**config.mk**
```make
export PLATFORM = sky130hd
export DESIGN_NAME = distinct_window_marker_detect
export DESIGN_NICKNAME = d
export VERILOG_FILES = /design/src/dwmd_pkg.sv /design/src/dwmd_cell.sv /design/src/distinct_window_marker_detect.sv
export SDC_FILE = /design/constraint.sdc
export NUM_CORES = 1
export LEC_CHECK = 0
export BUFFER_PORTS_ARGS = -buffer_cell sky130_fd_sc_hd__buf_4
export CAP_MARGIN = 20
export CORE_ASPECT_RATIO = 1.1
export CORE_UTILIZATION = 65
export CTS_CLUSTER_DIAMETER = 100
export DETAILED_ROUTE_END_ITERATION = 7
export PLACE_DENSITY = 0.83
export SYNTH_ARGS = -nofsm -noshare
export SYNTH_HDL_FRONTEND = slang
export SYNTH_SLANG_ARGS = --single-unit
```
**constraint.sdc**
```tcl
create_clock -name clock -period 21.3 [get_ports clock]
set_input_delay 6.39 -clock clock [delete_from_list [all_inputs] [get_ports clock]]
set_output_delay 6.39 -clock clock [all_outputs]
set_load 0.02 [all_outputs]
```
**src/dwmd_pkg.sv**
```systemverilog
`timescale 1ns / 1ps
// ----------------------------------------------------------------------------
// dwmd_pkg - shared constants for the distinct window marker detector
// Field widths of the stream payloads and the reset value of the window size
// register.
// ----------------------------------------------------------------------------
package dwmd_pkg;

   // stream payload and window size register widths
   localparam int SYMBOL_W     = 8;
   localparam int POSITION_W   = 24;
   localparam int CSR_W        = 5;

   // window size after reset
   localparam int WINDOW_RESET = 4;

   typedef logic [SYMBOL_W-1:0] symbol_type;

endpackage

```
**src/dwmd_cell.sv**
```systemverilog
`timescale 1ns / 1ps
// ----------------------------------------------------------------------------
// dwmd_cell - one stage of the symbol history chain
// Holds one past byte, passes it to the next stage on each shift and compares
// it against the incoming byte while it lies inside the current distinct run.
// ----------------------------------------------------------------------------
module dwmd_cell #(
   parameter int INDEX = 0,
   parameter int RUN_W = 5
) (
   input  logic                 clock,
   input  logic                 shift_en,
   input  dwmd_pkg::symbol_type sym_in,    // byte from the previous stage
   input  dwmd_pkg::symbol_type probe,     // byte of the incoming transaction
   input  logic [RUN_W-1:0]     run_len,   // length of the distinct suffix
   output dwmd_pkg::symbol_type sym_out,
   output logic                 hit
);

   dwmd_pkg::symbol_type byte_ff;
   dwmd_pkg::symbol_type byte_in;

   // shift the history one place whenever shift_en is high
   always_comb begin
      byte_in = shift_en ? sym_in : byte_ff;
   end

   always_ff @(posedge clock) begin
      byte_ff <= byte_in;
   end

   // only stages inside the distinct run count as a repeat
   assign hit     = (byte_ff == probe) && (RUN_W'(INDEX) < run_len);
   assign sym_out = byte_ff;

endmodule

```
**src/distinct_window_marker_detect.sv**
```systemverilog
`timescale 1ns / 1ps
// ----------------------------------------------------------------------------
// distinct_window_marker_detect - sliding window all-distinct marker finder
// Finds the first byte of a message at which the trailing window bytes are
// all different and reports its position.
// ----------------------------------------------------------------------------
// The block takes one byte per clock and never stalls its input unless a
// result sits unread in the output register while the sink holds rsp_tready
// low; a result is registered and appears in the cycle after the byte that
// causes it. A chain of MAX_WINDOW history stages compares the incoming byte
// with every stored byte in the same cycle, and a run counter tracks how many
// trailing bytes are all distinct. A message gives one result:
// found set with the 1-based position of the byte that completes the window,
// or, if the message ends first, found clear with the message length plus
// one. Bytes after a match are dropped up to tlast. The window size register
// takes 0 as 1 and clamps values above MAX_WINDOW; writing it restarts the
// message. No clearing pass follows reset.
// ----------------------------------------------------------------------------
module distinct_window_marker_detect #(
   parameter int MAX_WINDOW    = 16,
   parameter int POSITION_BITS = 24
) (
   input  logic                            clock,
   input  logic                            reset,
   // configuration
   input  logic                            csr_wr_en,
   input  logic [dwmd_pkg::CSR_W-1:0]      csr_wr_data,    // window_size
   // byte stream
   input  logic                            req_tvalid,
   output logic                            req_tready,
   input  logic [dwmd_pkg::SYMBOL_W-1:0]   req_tdata,      // [7:0] symbol
   input  logic                            req_tlast,      // last
   // results
   output logic                            rsp_tvalid,
   input  logic                            rsp_tready,
   output logic [dwmd_pkg::POSITION_W-1:0] rsp_tdata,      // [23:0] position
   output logic                            rsp_tuser       // [0] found
);

   localparam int RUN_W   = $clog2(MAX_WINDOW + 1);
   localparam int CMP_W   = (RUN_W > dwmd_pkg::CSR_W) ? RUN_W : dwmd_pkg::CSR_W;
   localparam int WIDE_W  = (POSITION_BITS > dwmd_pkg::POSITION_W) ?
                            POSITION_BITS : dwmd_pkg::POSITION_W;
   localparam int WIN_RST = (dwmd_pkg::WINDOW_RESET > MAX_WINDOW) ?
                            MAX_WINDOW : dwmd_pkg::WINDOW_RESET;
   localparam logic [POSITION_BITS-1:0] POS_MAX = {POSITION_BITS{1'b1}};
   localparam logic [RUN_W-1:0]         RUN_MAX = RUN_W'(MAX_WINDOW);

   logic [RUN_W-1:0]         window_ff, window_in;
   logic [RUN_W-1:0]         run_ff, run_in;
   logic [POSITION_BITS-1:0] byte_index_ff, byte_index_in;
   logic                     marker_seen_ff, marker_seen_in;
   logic                     rsp_valid_ff, rsp_valid_in;
   logic [dwmd_pkg::POSITION_W-1:0] rsp_pos_ff, rsp_pos_in;
   logic                     rsp_found_ff, rsp_found_in;

   logic                     accept;
   logic                     shift_en;
   logic [MAX_WINDOW-1:0]    hit_vec;
   dwmd_pkg::symbol_type     link [MAX_WINDOW];
   logic [RUN_W-1:0]         hit_pos;
   logic [RUN_W-1:0]         new_run;
   logic                     match;
   logic                     emit;
   logic [POSITION_BITS-1:0] index_inc1;
   logic [POSITION_BITS-1:0] index_inc2;
   logic [CMP_W-1:0]         csr_raw;
   logic [WIDE_W-1:0]        pos_wide;

   // handshake: the output register frees up as soon as the sink takes it
   assign req_tready = !rsp_valid_ff || rsp_tready;
   assign accept     = req_tvalid && req_tready;
   assign shift_en   = accept && !marker_seen_ff;

   // history chain, newest byte in stage 0
   for (genvar k = 0; k < MAX_WINDOW; k++) begin : g_cell
      dwmd_cell #(
         .INDEX (k),
         .RUN_W (RUN_W)
      ) u_cell (
         .clock    (clock),
         .shift_en (shift_en),
         .sym_in   ((k == 0) ? req_tdata : link[(k == 0) ? 0 : k - 1]),
         .probe    (req_tdata),
         .run_len  (run_ff),
         .sym_out  (link[k]),
         .hit      (hit_vec[k])
      );
   end

   // stages inside the run are distinct, so at most one hit: encode it
   always_comb begin
      hit_pos = '0;
      for (int k = 0; k < MAX_WINDOW; k++) begin
         if (hit_vec[k]) begin
            hit_pos = hit_pos | RUN_W'(k + 1);
         end
      end
   end

   // new distinct suffix length and match test
   always_comb begin
      if (|hit_vec) begin
         new_run = hit_pos;
      end else if (run_ff == RUN_MAX) begin
         new_run = RUN_MAX;
      end else begin
         new_run = run_ff + RUN_W'(1);
      end
      match = !marker_seen_ff && (new_run >= window_ff);
      emit  = !marker_seen_ff && (match || req_tlast);
   end

   // saturating position counts
   always_comb begin
      index_inc1 = (byte_index_ff == POS_MAX) ? POS_MAX :
                   byte_index_ff + POSITION_BITS'(1);
      index_inc2 = (byte_index_ff >= POS_MAX - POSITION_BITS'(1)) ? POS_MAX :
                   byte_index_ff + POSITION_BITS'(2);
   end

   // window size clamp on write
   always_comb begin
      csr_raw = CMP_W'(csr_wr_data);
      if (csr_raw == '0) begin
         window_in = RUN_W'(1);
      end else if (csr_raw > CMP_W'(MAX_WINDOW)) begin
         window_in = RUN_MAX;
      end else begin
         window_in = RUN_W'(csr_raw);
      end
   end

   // message state update
   always_comb begin
      priority if (csr_wr_en || (accept && req_tlast)) begin
         run_in         = '0;
         byte_index_in  = '0;
         marker_seen_in = 1'b0;
      end else if (shift_en) begin
         run_in         = new_run;
         byte_index_in  = index_inc1;
         marker_seen_in = match;
      end else begin
         run_in         = run_ff;
         byte_index_in  = byte_index_ff;
         marker_seen_in = marker_seen_ff;
      end
   end

   // result register
   always_comb begin
      pos_wide     = WIDE_W'(match ? index_inc1 : index_inc2);
      rsp_valid_in = (rsp_valid_ff && !rsp_tready) || (accept && emit);
      rsp_pos_in   = rsp_pos_ff;
      rsp_found_in = rsp_found_ff;
      if (accept && emit) begin
         rsp_pos_in   = pos_wide[dwmd_pkg::POSITION_W-1:0];
         rsp_found_in = match;
      end
   end

   always_ff @(posedge clock) begin
      if (reset) begin
         window_ff      <= RUN_W'(WIN_RST);
         run_ff         <= '0;
         byte_index_ff  <= '0;
         marker_seen_ff <= 1'b0;
         rsp_valid_ff   <= 1'b0;
      end else begin
         if (csr_wr_en) begin
            window_ff <= window_in;
         end
         run_ff         <= run_in;
         byte_index_ff  <= byte_index_in;
         marker_seen_ff <= marker_seen_in;
         rsp_valid_ff   <= rsp_valid_in;
      end
   end

   always_ff @(posedge clock) begin
      rsp_pos_ff   <= rsp_pos_in;
      rsp_found_ff <= rsp_found_in;
   end

   assign rsp_tvalid = rsp_valid_ff;
   assign rsp_tdata  = rsp_pos_ff;
   assign rsp_tuser  = rsp_found_ff;

`ifndef SYNTHESIS
   // a repeat inside the distinct run can only sit in one stage
   a_single_hit : assert property (@(posedge clock) disable iff (reset)
      $onehot0(hit_vec))
      else $error("more than one history stage hit inside the run");

   // run never exceeds the history depth
   a_run_bound : assert property (@(posedge clock) disable iff (reset)
      run_ff <= RUN_MAX)
      else $error("distinct run longer than history");

   // a frozen message keeps a run that satisfies the window
   a_marker_run : assert property (@(posedge clock) disable iff (reset)
      marker_seen_ff |-> (run_ff >= window_ff))
      else $error("marker flagged without a full distinct window");

   // the end of a message restarts all message state
   a_last_clears : assert property (@(posedge clock) disable iff (reset)
      (accept && req_tlast) |=>
         (run_ff == '0 && byte_index_ff == '0 && !marker_seen_ff))
      else $error("message state not cleared after last byte");
`endif

endmodule
```
==> flow_metrics.tcl <==
set metrics [dict create \
    synth_top_flop_cell "edfxtp_1" \
    rr_worst_depth 14 \
    diodes 0 \
    synth_compound_area_share_pct 11.6 \
    clock-sinks 189 \
    arrival_ns 6.82 \
    r2r_slack_ns 16.23 \
    cts_max_level 4 \
    synthSimpleGateAreaFrac_pct 11.7 \
    clockBufferDepth 2 \
    final_net_count 809 \
    hpwl_um 13300 \
    syn_area_um2 9110 \
    synth.most_common_cell "edfxtp_1" \
    grt_pass1_wl_um 31600 \
    r2r-start "run_ff[4]" \
    finalWeightedCongestion 0.968 \
    drt_iter0_markers 691 \
    endpoint_kind "primary output" \
    maxCapViolations 0 \
    drt_wl_total_um 19600 \
    die_w_um 115 \
    cts.repair.resized 0 \
    tns_ns 0 \
    crit_path_start_kind "input port" \
    synth_area_leader_cell "edfxtp_1" \
    finalHoldViolCount 0 \
    synth.top_cell.area_share_pct 50.4 \
    firstDrtPassIters 5 \
    wire_per_inst_um 20.0 \
    track_usage_pct 29.0 \
    synth_edf_count 153 \
    yosysUniqueCellTypes 67 \
    die_h_um 126 \
    clockRootBuffer "clkbuf_16" \
    viasPerCell 6.27 \
    grt_overflow 0 \
    skew_ns 0.00833 \
    cp_data_required_time_ns 14.91 \
    fin_hold_ws_ns 0.470 \
    io_pins 46 \
    syn_nets 790 \
    drc 0 \
    die_area_um2 14500 \
    area_delta_synth_final_pct 9.76 \
    synth_top_family_by_area "XOR/XNOR gates" \
    fin_crit_sh_pct 62.0 \
    synth-adder-area-share_pct 1.37 \
    status "finished, final reports clean" \
    grt_max_degree 89 \
    max_freq_mhz 75.7 \
    final_max_slew_viol_count 0 \
    post_cts_buffers 0 \
    postSynthCellCount 761 \
    peakVddDrop_mv 0.0771 \
    ys_warn_count 0 \
    worstSetupPathType "input port to primary output" \
    synth_common_cells "edfxtp_1, xnor2_1, o21ai_0" \
    critPathMaxFanout 3 \
    cp-endpoint "req_tready" \
    p_leak_nw 3.29 \
    clk_latency_ns 0.43 \
    numPortBuffers 45 \
    worstMarginPinSlew_ns 1.05 \
    grt_setup_unrepaired "false" \
    synth_xor_area_share_pct 12.8 \
    period_needed_ns 13.21 \
    core_um2 13700 \
    timing.rr.end "rsp_tdata[5]" \
    antenna_found_initial 0 \
    ys_ff_latch 189 \
    postRouteAntennaNets 0 \
    seq_area_frac_synth_pct 58.3 \
    powerDensity_nw_per_um2 84.9 \
    vias 6148 \
    synth.avg_cell_area_um2 12.0 \
    path_clk_slew_ns 0.07 \
    slew_headroom_pct 29.8 \
    drive_gt1_share_pct 11.0 \
    synth_area_leaders "edfxtp_1, xnor2_1, dfxtp_1" \
    grt_pass1_vias 6194 \
    rows 45 \
    min_from "g_cell[4].u_cell.sym_out[2]" \
    holdBufCountCts 0 \
    min_path_type "flop to flop" \
    cts_made_buffers 17 \
    floorplan.initialDensity_pct 66.3 \
    synth.area.mux_share_pct 0.384 \
    crit_start "rsp_tready" \
    cts_tree "done" \
    async_flop_share_pct 0 \
    setup_viol 0 \
]
-- worst min-delay path by stage --
| stage | end | slack [ns] | cells after the start |
|---|---|---|---|
| finish | g_cell[5].u_cell.sym_out[2] | 0.47 | 0 |
| global route | g_cell[14].u_cell.sym_out[3] | 0.48 | 0 |
| CTS | g_cell[4].u_cell.sym_out[1] | 0.47 | 0 |
| detailed placement | g_cell[14].u_cell.sym_out[3] | 0.46 | 0 |
| global placement | g_cell[15].u_cell.sym_out[7] | 0.45 | 0 |
| floorplan | g_cell[12].u_cell.sym_out[1] | 0.45 | 0 |
-- registers in the layout (all words and copies together), names as in the netlist --
register and cells:
g_cell.u_cell.sym_out 128, marker_seen_ff 1, run_ff 5, byte_index_ff 24
rsp_tdata 24, rsp_tvalid 1, rsp_tuser 1, window_ff 5
-- metal layers --
metal  global-route usage, %  part of all wire [%]
met5                       0                     0
met4                    10.5                   3.2
met3                    6.30                   5.4
met2                    50.7                    52
met1                    35.2                    39
-- placed cells by master (no fill, tap or decap), types with 3 or more instances in the layout --
cell type  synthesis  routed
nand3_1           24      24
ha_1              10      10
buf_4              7      47
o21ai_1            5       5
clkinv_1           1       4
a32oi_1            3       3
clkbuf_16          0      17
nand4_1           34      34
nor4_1             9       9
inv_6              0       4
dfxtp_1           36      36
nand2_1           34      34
a311oi_1          14      14
inv_1             16      15
o21a_1             3       3
xnor2_1          116     116
o21ai_0           44      44
nor3_1            14      14
a31oi_1            8       8
o311ai_1           9       9
a21o_1             6       6
a211oi_1           8       8
a21oi_1           32      32
xor2_1            17      17
and4_1             3       3
or3_1              4       4
a22oi_1            6       6
nor2_1            39      39
edfxtp_1         153     153
inv_8              0       3
nand2b_1           4       4
and3_1            11      11
and2_1             9       9
-- worst max-delay path, stage by stage --
cell and delay [ns]:
buf_4 0.10, nand2b_1 0.16, buf_4 0.17
-- report_power, final --
part / internal, mW / switching (mW) / total, mW / leakage, nW
combinational: 0.0337 / 0.0510 / 0.0847 / 1.23
sequential: 0.432 / 0.0165 / 0.449 / 1.77
clock: 0.175 / 0.141 / 0.316 / 0.291
-- layout make-up --
type	count	area, um^2
inverters	17	66.3
fillers	921	3730
repair buffers	47	353
multi-input cells	508	3450
clock buffers	17	425
flip-flops and latches	189	5320
well taps	188	235
clock inverters	15	159
-- cell families (layout without fill, tap and decap cells) --
group	count (synthesis)	count (layout)
flops	189	189
xor+xnor	133	133
buf+inv	64	96
fa+ha+maj	10	10
simple gates	201	201
compound gates	161	161
mux	3	3
-- stage by stage --
stage	area [um^2]	worst slack, ns	util, %	power [mW]	instances
floorplan	9110	8.29	-	0.517	761
global placement	9420	8.10	68.6	0.537	949
detailed placement	9420	8.08	68.6	0.541	949
CTS	10000	8.08	72.8	0.854	981
global route	10000	8.08	72.8	0.878	981
finish	10000	8.09	72.8	0.850	981
No activity file was read; power rests on OpenSTA's default activity.
